===== config.mk =====
export PLATFORM = sky130hd
export DESIGN_NAME = national_id_number_checker_core_flat
export DESIGN_NICKNAME = d
export VERILOG_FILES = /design/src/design/nidc_pkg.sv /design/src/design/nidc_if.sv /design/src/design/nidc_accum.sv /design/src/design/nidc_verdict.sv /design/src/design/national_id_number_checker_core.sv /design/src/flat_wrapper.sv
export SDC_FILE = /design/constraint.sdc
export NUM_CORES = 1
export LEC_CHECK = 0
export BUFFER_PORTS_ARGS = -buffer_cell sky130_fd_sc_hd__buf_2
export CORE_MARGIN = 4
export CORE_UTILIZATION = 50
export DETAILED_ROUTE_END_ITERATION = 10
export PLACE_DENSITY_LB_ADDON = 0.15
export SLEW_MARGIN = 20
export SYNTH_ARGS = -nofsm -noshare
export SYNTH_HDL_FRONTEND = slang
export SYNTH_SLANG_ARGS = --single-unit
export TNS_END_PERCENT = 100

===== constraint.sdc =====
create_clock -name i_clk -period 8.6 [get_ports i_clk]
set_input_delay 0.43 -clock i_clk [delete_from_list [all_inputs] [get_ports i_clk]]
set_output_delay 0.43 -clock i_clk [all_outputs]
set_load 0.005 [all_outputs]

===== src/design/nidc_pkg.sv =====
// ----------------------------------------------------------------------------
// nidc_pkg
// Types, constants and small helper functions shared by the national
// identity number checker (length, digits, date, individual range, mod-11).
// ----------------------------------------------------------------------------
package nidc_pkg;

    localparam int unsigned ID_LEN      = 11;
    localparam int unsigned COUNT_SAT   = 12;
    localparam int unsigned DIGITS_KEPT = 9;
    localparam int unsigned WA_LEN      = 10;
    localparam int unsigned WB_LEN      = 11;
    localparam int unsigned MOD_BASE    = 11;

    localparam logic [7:0] CHAR_ZERO = 8'h30;
    localparam logic [7:0] CHAR_NINE = 8'h39;

    localparam logic [6:0] MONTH_FEB = 7'd2;
    localparam logic [6:0] MONTH_DEC = 7'd12;
    localparam logic [6:0] FEB_LEAP  = 7'd29;
    localparam logic [6:0] FEB_PLAIN = 7'd28;

    localparam logic [3:0] INDIV_HUNDREDS_MIN = 4'd1;
    localparam logic [3:0] INDIV_HUNDREDS_MAX = 4'd4;

    typedef logic [3:0] t_digit;
    typedef logic [3:0] t_count;
    typedef logic [3:0] t_mod11;

    typedef enum logic [2:0] {
        FAIL_NONE     = 3'd0,
        FAIL_LENGTH   = 3'd1,
        FAIL_NONDIGIT = 3'd2,
        FAIL_DATE     = 3'd3,
        FAIL_INDIV    = 3'd4,
        FAIL_CHECK    = 3'd5
    } t_fail_reason;

    typedef struct packed {
        t_count                           count;
        logic                             nondigit;
        logic                             sum_a_zero;
        logic                             sum_b_zero;
        logic [DIGITS_KEPT-1:0][3:0]      digits;
    } t_chk;

    function automatic logic [3:0] weight_a(input t_count idx);
        logic [3:0] w;
        case (idx)
            4'd0: w = 4'd3;
            4'd1: w = 4'd7;
            4'd2: w = 4'd6;
            4'd3: w = 4'd1;
            4'd4: w = 4'd8;
            4'd5: w = 4'd9;
            4'd6: w = 4'd4;
            4'd7: w = 4'd5;
            4'd8: w = 4'd2;
            4'd9: w = 4'd1;
            default: w = 4'd0;
        endcase
        return w;
    endfunction

    function automatic logic [3:0] weight_b(input t_count idx);
        logic [3:0] w;
        case (idx)
            4'd0:  w = 4'd5;
            4'd1:  w = 4'd4;
            4'd2:  w = 4'd3;
            4'd3:  w = 4'd2;
            4'd4:  w = 4'd7;
            4'd5:  w = 4'd6;
            4'd6:  w = 4'd5;
            4'd7:  w = 4'd4;
            4'd8:  w = 4'd3;
            4'd9:  w = 4'd2;
            4'd10: w = 4'd1;
            default: w = 4'd0;
        endcase
        return w;
    endfunction

    // Reduce a value below 128 by conditional subtraction of 88, 44, 22, 11.
    function automatic t_mod11 mod11(input logic [6:0] v);
        logic [6:0] r;
        r = v;
        if (r >= 7'(8 * MOD_BASE)) r = r - 7'(8 * MOD_BASE);
        if (r >= 7'(4 * MOD_BASE)) r = r - 7'(4 * MOD_BASE);
        if (r >= 7'(2 * MOD_BASE)) r = r - 7'(2 * MOD_BASE);
        if (r >= 7'(MOD_BASE))     r = r - 7'(MOD_BASE);
        return r[3:0];
    endfunction

    function automatic logic [6:0] month_days(input logic [6:0] month);
        logic [6:0] d;
        case (month)
            7'd1:  d = 7'd31;
            7'd3:  d = 7'd31;
            7'd4:  d = 7'd30;
            7'd5:  d = 7'd31;
            7'd6:  d = 7'd30;
            7'd7:  d = 7'd31;
            7'd8:  d = 7'd31;
            7'd9:  d = 7'd30;
            7'd10: d = 7'd31;
            7'd11: d = 7'd30;
            7'd12: d = 7'd31;
            default: d = 7'd0;
        endcase
        return d;
    endfunction

endpackage


===== src/design/nidc_if.sv =====
// ----------------------------------------------------------------------------
// nidc_if
// Valid/ready channels of the identity number checker: character stream in,
// verdict out.
// ----------------------------------------------------------------------------
interface nidc_in_if;
    logic       valid;
    logic       ready;
    logic [7:0] char_code;
    logic       last_char;

    modport source (output valid, output char_code, output last_char, input ready);
    modport sink   (input valid, input char_code, input last_char, output ready);
endinterface

interface nidc_out_if;
    logic       valid;
    logic       ready;
    logic       id_valid;
    logic [2:0] fail_reason;

    modport source (output valid, output id_valid, output fail_reason, input ready);
    modport sink   (input valid, input id_valid, input fail_reason, output ready);
endinterface


===== src/design/nidc_accum.sv =====
// ----------------------------------------------------------------------------
// nidc_accum
// Per-character state: count, nondigit flag, first nine digits and running
// mod-11 weighted sums. Presents the state as it stands after the current
// character.
// ----------------------------------------------------------------------------
module nidc_accum
    import nidc_pkg::*;
(
    input  logic       i_clk,
    input  logic       i_rst_n,
    input  logic       i_fire,
    input  logic [7:0] i_char,
    input  logic       i_last,
    output t_chk       o_chk
);

    t_count r_count;
    t_count n_count;
    logic   r_nondigit;
    logic   n_nondigit;
    t_mod11 r_sa;
    t_mod11 n_sa;
    t_mod11 r_sb;
    t_mod11 n_sb;
    t_digit r_digits [DIGITS_KEPT];

    logic   is_digit;
    t_digit digit;
    logic   store;

    always_comb begin
        is_digit = (i_char >= CHAR_ZERO) && (i_char <= CHAR_NINE);
        digit    = is_digit ? i_char[3:0] : '0;
        store    = r_count < t_count'(ID_LEN);

        n_count    = (r_count < t_count'(COUNT_SAT)) ? r_count + 4'd1 : r_count;
        n_nondigit = r_nondigit | (store & ~is_digit);

        if (r_count < t_count'(WA_LEN)) begin
            n_sa = mod11(7'(r_sa) + 7'(8'(weight_a(r_count)) * 8'(digit)));
        end else begin
            n_sa = r_sa;
        end
        if (r_count < t_count'(WB_LEN)) begin
            n_sb = mod11(7'(r_sb) + 7'(8'(weight_b(r_count)) * 8'(digit)));
        end else begin
            n_sb = r_sb;
        end

        o_chk.count      = n_count;
        o_chk.nondigit   = n_nondigit;
        o_chk.sum_a_zero = (n_sa == '0);
        o_chk.sum_b_zero = (n_sb == '0);
        for (int i = 0; i < DIGITS_KEPT; i++) begin
            o_chk.digits[i] = r_digits[i];
        end
    end

    always_ff @(posedge i_clk) begin
        if (!i_rst_n) begin
            r_count    <= '0;
            r_nondigit <= 1'b0;
            r_sa       <= '0;
            r_sb       <= '0;
        end else if (i_fire) begin
            if (i_last) begin
                r_count    <= '0;
                r_nondigit <= 1'b0;
                r_sa       <= '0;
                r_sb       <= '0;
            end else begin
                r_count    <= n_count;
                r_nondigit <= n_nondigit;
                r_sa       <= n_sa;
                r_sb       <= n_sb;
            end
        end
    end

    always_ff @(posedge i_clk) begin
        if (i_fire && (r_count < t_count'(DIGITS_KEPT))) begin
            r_digits[r_count] <= digit;
        end
    end

    a_count_range: assert property (@(posedge i_clk) disable iff (!i_rst_n)
        r_count <= t_count'(COUNT_SAT))
        else $error("character count beyond saturation");

    a_sums_reduced: assert property (@(posedge i_clk) disable iff (!i_rst_n)
        (r_sa < t_mod11'(MOD_BASE)) && (r_sb < t_mod11'(MOD_BASE)))
        else $error("running check sum not reduced mod 11");

    a_clear_on_last: assert property (@(posedge i_clk) disable iff (!i_rst_n)
        i_fire && i_last |=> (r_count == '0) && !r_nondigit && (r_sa == '0) && (r_sb == '0))
        else $error("state not cleared after last character");

endmodule


===== src/design/nidc_verdict.sv =====
// ----------------------------------------------------------------------------
// nidc_verdict
// Ordered checks on the state after the last character: length, digits,
// birth date, individual number range, mod-11 check digits.
// ----------------------------------------------------------------------------
module nidc_verdict
    import nidc_pkg::*;
(
    input  t_chk         i_chk,
    output t_fail_reason o_reason
);

    logic [6:0] day;
    logic [6:0] month;
    logic [6:0] yy;
    logic [6:0] limit;
    logic       leap;
    logic       date_ok;
    logic       indiv_ok;

    always_comb begin
        day   = 7'(i_chk.digits[0]) * 7'd10 + 7'(i_chk.digits[1]);
        month = 7'(i_chk.digits[2]) * 7'd10 + 7'(i_chk.digits[3]);
        yy    = 7'(i_chk.digits[4]) * 7'd10 + 7'(i_chk.digits[5]);
        leap  = (yy[1:0] == 2'b00) && (yy != '0);

        if (month == MONTH_FEB) begin
            limit = leap ? FEB_LEAP : FEB_PLAIN;
        end else begin
            limit = month_days(month);
        end

        date_ok  = (month >= 7'd1) && (month <= MONTH_DEC)
                && (day >= 7'd1) && (day <= limit);
        indiv_ok = (i_chk.digits[6] >= INDIV_HUNDREDS_MIN)
                && (i_chk.digits[6] <= INDIV_HUNDREDS_MAX);

        if (i_chk.count != t_count'(ID_LEN)) begin
            o_reason = FAIL_LENGTH;
        end else if (i_chk.nondigit) begin
            o_reason = FAIL_NONDIGIT;
        end else if (!date_ok) begin
            o_reason = FAIL_DATE;
        end else if (!indiv_ok) begin
            o_reason = FAIL_INDIV;
        end else if (!(i_chk.sum_a_zero && i_chk.sum_b_zero)) begin
            o_reason = FAIL_CHECK;
        end else begin
            o_reason = FAIL_NONE;
        end
    end

endmodule


===== src/design/national_id_number_checker_core.sv =====
// The verdict is registered: the last character passes the input register, then the verdict register.
// Throughput: one character per cycle; the input register feeds the running-sum
// state and, on a last character, the verdict register.
// A waiting verdict stalls only a following last character.
// Reset: synchronous, active low; clears the count, flags, sums and valids.
// ----------------------------------------------------------------------------
// national_id_number_checker_core
// Streams ASCII characters of an identity number and reports one verdict
// per string: valid, or the first failing check.
// ----------------------------------------------------------------------------
module national_id_number_checker_core
    import nidc_pkg::*;
(
    input  logic           i_clk,
    input  logic           i_rst_n,
    nidc_in_if.sink        i_item,
    nidc_out_if.source     o_result
);

    logic         r_in_valid;
    logic [7:0]   r_in_char;
    logic         r_in_last;
    logic         r_out_valid;
    t_fail_reason r_out_reason;
    logic         r_out_id_valid;

    logic         proc_fire;
    t_chk         chk;
    t_fail_reason reason;

    assign proc_fire    = r_in_valid && (!r_in_last || !r_out_valid || o_result.ready);
    assign i_item.ready = !r_in_valid || proc_fire;

    always_ff @(posedge i_clk) begin
        if (!i_rst_n) begin
            r_in_valid <= 1'b0;
        end else if (i_item.valid && i_item.ready) begin
            r_in_valid <= 1'b1;
        end else if (proc_fire) begin
            r_in_valid <= 1'b0;
        end
    end

    always_ff @(posedge i_clk) begin
        if (i_item.valid && i_item.ready) begin
            r_in_char <= i_item.char_code;
            r_in_last <= i_item.last_char;
        end
    end

    nidc_accum u_accum (
        .i_clk   (i_clk),
        .i_rst_n (i_rst_n),
        .i_fire  (proc_fire),
        .i_char  (r_in_char),
        .i_last  (r_in_last),
        .o_chk   (chk)
    );

    nidc_verdict u_verdict (
        .i_chk    (chk),
        .o_reason (reason)
    );

    always_ff @(posedge i_clk) begin
        if (!i_rst_n) begin
            r_out_valid <= 1'b0;
        end else if (proc_fire && r_in_last) begin
            r_out_valid <= 1'b1;
        end else if (o_result.ready) begin
            r_out_valid <= 1'b0;
        end
    end

    always_ff @(posedge i_clk) begin
        if (proc_fire && r_in_last) begin
            r_out_reason   <= reason;
            r_out_id_valid <= (reason == FAIL_NONE);
        end
    end

    assign o_result.valid       = r_out_valid;
    assign o_result.id_valid    = r_out_id_valid;
    assign o_result.fail_reason = r_out_reason;

    a_verdict_consistent: assert property (@(posedge i_clk) disable iff (!i_rst_n)
        r_out_valid |-> (r_out_id_valid == (r_out_reason == FAIL_NONE)))
        else $error("id_valid disagrees with fail_reason");

    a_last_held: assert property (@(posedge i_clk) disable iff (!i_rst_n)
        r_in_valid && r_in_last && r_out_valid && !o_result.ready
        |=> r_in_valid && r_in_last)
        else $error("last character dropped while verdict pending");

    a_last_gives_result: assert property (@(posedge i_clk) disable iff (!i_rst_n)
        proc_fire && r_in_last |=> r_out_valid)
        else $error("no verdict after processing last character");

endmodule

===== src/flat_wrapper.sv =====
// flat-port wrapper written by rule: the top's interface ports become plain ports
module national_id_number_checker_core_flat import nidc_pkg::*;
  (i_clk, i_rst_n, i_item_valid, i_item_char_code, i_item_last_char, i_item_ready, o_result_valid, o_result_id_valid, o_result_fail_reason, o_result_ready);
  nidc_in_if i_item_i ();
  nidc_out_if o_result_i ();
  input  logic i_clk;
  input  logic i_rst_n;
  input wire logic [$bits(i_item_i.valid)-1:0] i_item_valid;
  input wire logic [$bits(i_item_i.char_code)-1:0] i_item_char_code;
  input wire logic [$bits(i_item_i.last_char)-1:0] i_item_last_char;
  output wire logic [$bits(i_item_i.ready)-1:0] i_item_ready;
  output wire logic [$bits(o_result_i.valid)-1:0] o_result_valid;
  output wire logic [$bits(o_result_i.id_valid)-1:0] o_result_id_valid;
  output wire logic [$bits(o_result_i.fail_reason)-1:0] o_result_fail_reason;
  input wire logic [$bits(o_result_i.ready)-1:0] o_result_ready;
  assign i_item_i.valid = i_item_valid;
  assign i_item_i.char_code = i_item_char_code;
  assign i_item_i.last_char = i_item_last_char;
  assign i_item_ready = i_item_i.ready;
  assign o_result_valid = o_result_i.valid;
  assign o_result_id_valid = o_result_i.id_valid;
  assign o_result_fail_reason = o_result_i.fail_reason;
  assign o_result_i.ready = o_result_ready;
  national_id_number_checker_core u_core (.i_clk(i_clk), .i_rst_n(i_rst_n), .i_item(i_item_i), .o_result(o_result_i));
endmodule

==> results of run 1 <==
per-layer routing:
metal	wire, µm	up-vias	global-route usage [%]	part of all wire (%)
li1	-	2528	-	-
met4	298	0	6.66	2.2
met3	246	18	2.31	1.8
met2	7050	62	34.7	51
met1	6180	2449	25.5	45
met5	0	-	0	0
cells in the mapped netlist (9+ instances only):
cell      instances
a211oi_1          9
a21o_1           11
a21oi_1          37
and2_1           45
and3_1           11
clkbuf_1         14
dfxtp_1          22
edfxtp_1         41
fa_1             17
ha_1             70
inv_1            38
nand2_1          40
nand3_1          13
nor2_1           42
nor2b_1          12
nor3_1           18
o21ai_0          25
final timing paths:
check / from / to / slack [ns] / depth (start not counted)
max: u_core.r_in_char[6] / u_core.o_result.fail_reason[2] / 0.53 / 29
min reg2reg: u_core.u_accum.r_sb[1] / u_core.u_accum.r_sb[1] / 0.55 / 2
min: i_item_char_code[4] / u_core.r_in_char[4] / 0.28 / 1
max reg2reg: u_core.r_in_char[6] / u_core.o_result.fail_reason[2] / 0.53 / 29
worst register-to-register path: cells and delay by family, from the launching register on:
kind / cells / cell delay (ns)
xor gates and xnor gates: 1 / 0.20
and+or+nand+nor: 9 / 2.12
buffers and inverters: 3 / 0.29
adders and majority gates: 6 / 2.30
DFF: 1 / 0.37
AOI/OAI and AO/OA: 10 / 2.54
area by class of cell:
class                      instances  area share [%]
multi-input combinational        541            64.3
timing repair buffer              21            1.63
inverter                          41            2.25
clock buffer                       9            3.27
tap                              168            3.05
sequential                        63            24.2
clock inverter                     6            1.25
timing repair:
item / in CTS / in global routing
setup endpoints to repair: 0 / 3
gates resized for setup: 0 / 22
endpoints found under the hold margin: 0 / 0
power groups by stage:
| stage | Clock [mW] | Sequential [mW] | Combinational (mW) |
|---|---|---|---|
| global placement | 0 | 0.337 | 0.0621 |
| finish | 0.377 | 0.331 | 0.0670 |
| global route | 0.399 | 0.332 | 0.0758 |
| detailed placement | 0 | 0.337 | 0.0640 |
| CTS | 0.382 | 0.331 | 0.0646 |
| floorplan | 0 | 0.335 | 0.0480 |
cell families (layout without fill, tap and decap cells):
kind of cell | after synthesis | in the layout
simple gates | 235 | 235
compound gates | 194 | 194
flops | 63 | 63
xor+xnor | 18 | 18
mux | 7 | 7
buf+inv | 57 | 77
fa+ha+maj | 87 | 87
stage by stage:
stage / total power [mW] / hold WS [ns] / util, % / area, µm²
2_1_floorplan: 0.383 / 0.497 / - / 6240
3_3_place_gp: 0.399 / 0.516 / 53.6 / 6490
3_5_place_dp: 0.401 / 0.543 / 53.6 / 6490
4_1_cts: 0.777 / 0.262 / 56.2 / 6800
5_1_grt: 0.806 / 0.257 / 56.9 / 6890
6_report: 0.776 / 0.276 / 56.9 / 6890
==> reports/qor.csv, run 1 <==
stage,metric,value,unit
yosys,ys_async_sr_fraction,0,%
worst_setup_path,crit_buf_inv,3,
finish,final_common_cell,ha_1,
yosys,ys_ff_latch,63,
die,die_area,0.0143,mm²
sta,timing.final.ws_setup,0.528,ns
power,p_comb_share,8.6,%
cts,cts_hold_buf,0,
routing,drtIter0Drc,267,
sta,rsz0062_at_grt,no,
cts,cts_setup_buffers,0,
routing,vias_per_cell,5.96,
yosys,synth_top_area_share,19.7,%
routing,wl_per_cell,16.2,µm
die,die_w,120,µm
finish,fin_nets,777,
sta,tightest_slew,0.667,ns
global_routing,antenna_found_initial,0,
cts,h-tree-depth,3,
yosys,synth_compound_area_share,24.5,%
finish,most-common-layout-cells,"ha_1, and2_1, nor2_1",
yosys,syn_inst,661,
routing,ant_nets,0,
global_routing,overflow,0,
yosys,synth_cell_type_count,105,
yosys,synth_fa_ha_area_share,19.5,%
cts,cts-root-buf,clkbuf_16,
cts,tritoncts,done,
worst_setup_path,endpoint_kind,flip-flop,
yosys,syn_area_per_cell,9.44,µm²
finish,fillers,1088,
cts,cts_buffers,9,
routing,drc,0,
power,power.share.clock,48.6,%
placed_design,dp.cells,834,
power,power_frac_seq,42.7,%
run,cap_viol_max_count,0,
die,fp.dieH,120,µm
die,std_cell_rows,40,
yosys,synth-seq-area-share,26.8,%
global_routing,grt_max_degree,17,
worst_setup_path,cp_max_fo,7,
yosys,synthXorXnorAreaFrac,3.29,%
yosys,yosysWarnings,0,
worst_setup_path,crit_family,compound AO/OA/AOI/OAI gates,
power,p_sw,0.171,mW
placed_design,dp_hpwl,10.8,mm
sta,finalCritPeriodShare,93.9,%
run_status,status,"finished, final reports clean",
sta,slew_violations,0,
sta,setup-violations-final,0,
finish,drive_above_1_share,15.6,%
worst_setup_path,cp_slowest_cell,fa_1,
yosys,synth_top_family_by_area,compound AO/OA/AOI/OAI gates,
power,switching_share,22.0,%
placed_design,post-place-ws,0.251,ns
yosys,yosys.area_share.simple,21.1,%
cts,insertion_delay,0.33,ns
routing,vias,5057,
power,p_per_area,113,mW/mm²
placed_design,gp_congestion,0.863,
routing,first_pass_iters,4,
worst_setup_path,required,8.68,ns
die,start_util,51.5,%
global_routing,grt_usage,19.9,%
cts,clock_sinks,63,
die,io-pin-count,19,
power,irDropWorstVdd,0.0000861,V
finish,area_growth,10.4,%
yosys,yosysTopAreaCell,edfxtp_1,
finish,final_cells,849,
finish,antennaDiodeCount,0,
yosys,synth_ff_type,edfxtp_1,
sta,slew_headroom,55.4,%
finish,regArea,0.00167,mm²
cts,clk_pin_slew,0.05,ns
finish,multiInputGateArea,0.00443,mm²
yosys,synth_edf_count,41,
power,p_int,0.605,mW
sta,fin_crit,8.07,ns
cts,clock_path_buffers,2,
routing,routed_wl,13.8,mm
min_path,hold_class,in -> reg,
placed_design,port_buffers,18,
sta,timing.fmax,124,MHz
sta,finalHoldViolCount,0,
worst_setup_path,cp_slowest_stage_delay,0.53,ns
yosys,syn_area,0.00624,mm²
yosys,synthTopCellsByArea,"edfxtp_1, ha_1, dfxtp_1",
power,p_leak,2.89,nW
yosys,synth_nets,761,
yosys,synth_mux_area_share,1.20,%
sta,fin_tns_setup,0,ns
worst_setup_path,worstPathArrival,8.15,ns
die,core_area,0.0121,mm²
sta,clock_skew,0.00438,ns
global_routing,grt_pass1_wl,23.8,mm
global_routing,grt_pass1_vias,5009,
worst_setup_path,start_kind,flip-flop,
worst_setup_path,crit_type,reg -> reg,
Power figures use the tool's default switching activity.
==> run 2: changes to the inputs <==
--- a/config.mk
+++ b/config.mk
@@ -6,10 +6,12 @@
 export NUM_CORES = 1
 export LEC_CHECK = 0
 export BUFFER_PORTS_ARGS = -buffer_cell sky130_fd_sc_hd__buf_2
+export CORE_ASPECT_RATIO = 2
 export CORE_MARGIN = 4
 export CORE_UTILIZATION = 50
 export DETAILED_ROUTE_END_ITERATION = 10
 export PLACE_DENSITY_LB_ADDON = 0.15
+export RECOVER_POWER = 100
 export SLEW_MARGIN = 20
 export SYNTH_ARGS = -nofsm -noshare
 export SYNTH_HDL_FRONTEND = slang
==> reports/qor.csv, run 2 (same netlist as run 1, synthesis figures left out) <==
stage,metric,value,unit,change
power,irDropWorstVdd,0.000134,V,+55%
die,io-pin-count,19,,unchanged
finish,multiInputGateArea,0.00439,mm²,-0.93%
sta,setup-violations-final,0,,unchanged
finish,final_common_cell,ha_1,,
cts,insertion_delay,0.33,ns,about the same
routing,routed_wl,14.8,mm,+7.4%
sta,timing.final.ws_setup,0.454,ns,-0.0744 ns
cts,h-tree-depth,3,,unchanged
placed_design,dp_hpwl,12.1,mm,+12%
global_routing,grt_max_degree,17,,unchanged
die,start_util,51.2,%,-0.35 points
cts,clock_sinks,63,,unchanged
cts,cts_hold_buf,0,,unchanged
min_path,hold_class,in -> reg,,
routing,first_pass_iters,4,,unchanged
routing,drtIter0Drc,218,,-18%
global_routing,grt_usage,21.0,%,+1.2 points
cts,clk_pin_slew,0.05,ns,about the same
finish,regArea,0.00167,mm²,unchanged
cts,cts-root-buf,clkbuf_16,,
cts,tritoncts,done,,
power,p_per_area,111,mW/mm²,-1.3%
worst_setup_path,cp_slowest_stage_delay,0.56,ns,+0.03 ns
die,core_area,0.0122,mm²,+0.69%
placed_design,gp_congestion,0.952,,+10%
finish,finalInstanceArea,0.00684,mm²,-0.78%
placed_design,port_buffers,18,,unchanged
worst_setup_path,start_kind,flip-flop,,
sta,finalHoldViolCount,0,,unchanged
worst_setup_path,cp_slowest_cell,fa_1,,
worst_setup_path,worst_r2r_path_depth,33,,+14%
global_routing,grt_pass1_wl,24.5,mm,+2.8%
finish,most-common-layout-cells,"ha_1, nor2_1, edfxtp_1",,
die,std_cell_rows,57,,+43%
power,p_int,0.586,mW,-3.1%
global_routing,grt_pass1_vias,5330,,+6.4%
run,cap_viol_max_count,0,,unchanged
placed_design,post-place-ws,0.193,ns,-0.0575 ns
finish,area_growth,9.58,%,
die,fp.dieH,166,µm,+39%
routing,wl_per_cell,17.8,µm,+9.6%
min_path,whs_endpoint,u_core.r_in_char[0],,
die,die_w,87.0,µm,-27%
routing,drc,0,,unchanged
power,p_comb_share,8.7,%,about the same
sta,slew_headroom,40.5,%,-15 points
cts,cts_buffers,9,,unchanged
global_routing,antenna_found_initial,0,,unchanged
finish,drive_above_1_share,14.3,%,-1.3 points
routing,vias_per_cell,6.17,,+3.6%
power,p_sw,0.174,mW,+1.6%
sta,fin_crit,8.15,ns,+0.0744 ns
worst_setup_path,required,8.68,ns,about the same
global_routing,overflow,0,,unchanged
worst_setup_path,rrSetupSlack,0.45,ns,-0.07 ns
sta,clock_skew,0.00489,ns,+0.000508 ns
placed_design,placed_area,0.00648,mm²,-0.17%
worst_setup_path,r2r_end,u_core.o_result.fail_reason[2],,
finish,fillers,1108,,+1.8%
finish,final_util,56.1,%,-0.83 points
power,p_leak,2.89,nW,-0.14%
routing,vias,5134,,+1.5%
run_status,status,"finished, final reports clean",,
worst_setup_path,worstPathArrival,8.23,ns,+0.08 ns
worst_setup_path,cp_max_fo,7,,unchanged
power,power_frac_seq,43.6,%,+0.9 points
min_path,hold_start,i_item_char_code[0],,
worst_setup_path,endpoint_kind,flip-flop,,
sta,tightest_slew,0.888,ns,+0.221 ns
worst_setup_path,r2r-start,u_core.r_in_char[7],,
die,die_area,0.0144,mm²,+0.75%
sta,timing.fmax,123,MHz,-0.91%
finish,fin_nets,780,,+0.39%
sta,fin_tns_setup,0,ns,unchanged
worst_setup_path,crit_type,reg -> reg,,
worst_setup_path,crit_top_cell,ha_1,,
power,power.share.clock,47.7,%,-0.9 points
finish,antennaDiodeCount,0,,unchanged
cts,clock_path_buffers,2,,unchanged
power,switching_share,22.8,%,+0.82 points
sta,slew_violations,0,,unchanged
sta,finalCritPeriodShare,94.7,%,+0.87 points
routing,ant_nets,0,,unchanged
min_path,holdPathStages,1,,unchanged
run 2: cell count changes in the layout (fill, tap and decap cells not counted), sizes merged:
cell    change
buf         -1
bufinv      -1
clkbuf      +5
inv         +1
run 2: cell type report:
cell class | instances | area share [%]
repair buffers | 24 | 1.90
flip-flops and latches | 63 | 24.4
well taps | 147 | 2.69
clock buffers | 10 | 3.49
clock inverters | 6 | 1.01
inverters | 41 | 2.27
multi-input cells | 541 | 64.2
run 2: per-layer routing:
metal	GRT usage [%]	part of all wire, %
met1	21.7	37
met3	2.73	2.3
met5	0	0
met4	9.84	3.4
met2	39.9	57
run 2: critical path: cells and delay by family, from the launching register on:
kind	cells	cell delay [ns]
compound gates	8	1.96
xor+xnor	2	0.36
fa+ha+maj	7	2.49
buf+inv	5	0.46
flops	1	0.35
simple gates	11	2.27
run 2: how the worst max path moves through the flow:
stage                                    from                              to  slack, ns  cells past startpoint
after floorplan           u_core.r_in_char[7]  u_core.o_result.fail_reason[2]       0.82                     31
after global placement    u_core.r_in_char[7]  u_core.o_result.fail_reason[2]       0.33                     32
after detailed placement  u_core.r_in_char[7]  u_core.o_result.fail_reason[2]       0.19                     33
after CTS                 u_core.r_in_char[7]  u_core.o_result.fail_reason[2]       0.18                     33
after global routing      u_core.r_in_char[6]  u_core.o_result.fail_reason[2]      -0.02                     33
final                     u_core.r_in_char[7]  u_core.o_result.fail_reason[2]       0.45                     33
run 2: power groups by stage:
| stage | Clock (mW) | Combinational, mW | Sequential [mW] |
|---|---|---|---|
| 2_1_floorplan | 0 | 0.0480 | 0.335 |
| 3_3_place_gp | 0 | 0.0628 | 0.337 |
| 3_5_place_dp | 0 | 0.0644 | 0.337 |
| 4_1_cts | 0.367 | 0.0650 | 0.331 |
| 5_1_grt | 0.384 | 0.0735 | 0.332 |
| 6_report | 0.363 | 0.0663 | 0.331 |
run 2: stage by stage:
step	total power [mW]	instances	hold WS [ns]
floorplan	0.383	661	0.497
global placement	0.400	815	0.518
detailed placement	0.402	815	0.525
CTS	0.763	831	0.268
global route	0.789	832	0.261
finish	0.760	832	0.278
run 2: repair_timing:
| item | CTS | global route |
|---|---|---|
| endpoints found under the setup margin | 0 | 3 |
| resized for setup | 0 | 12 |
| setup buffers | 0 | 1 |
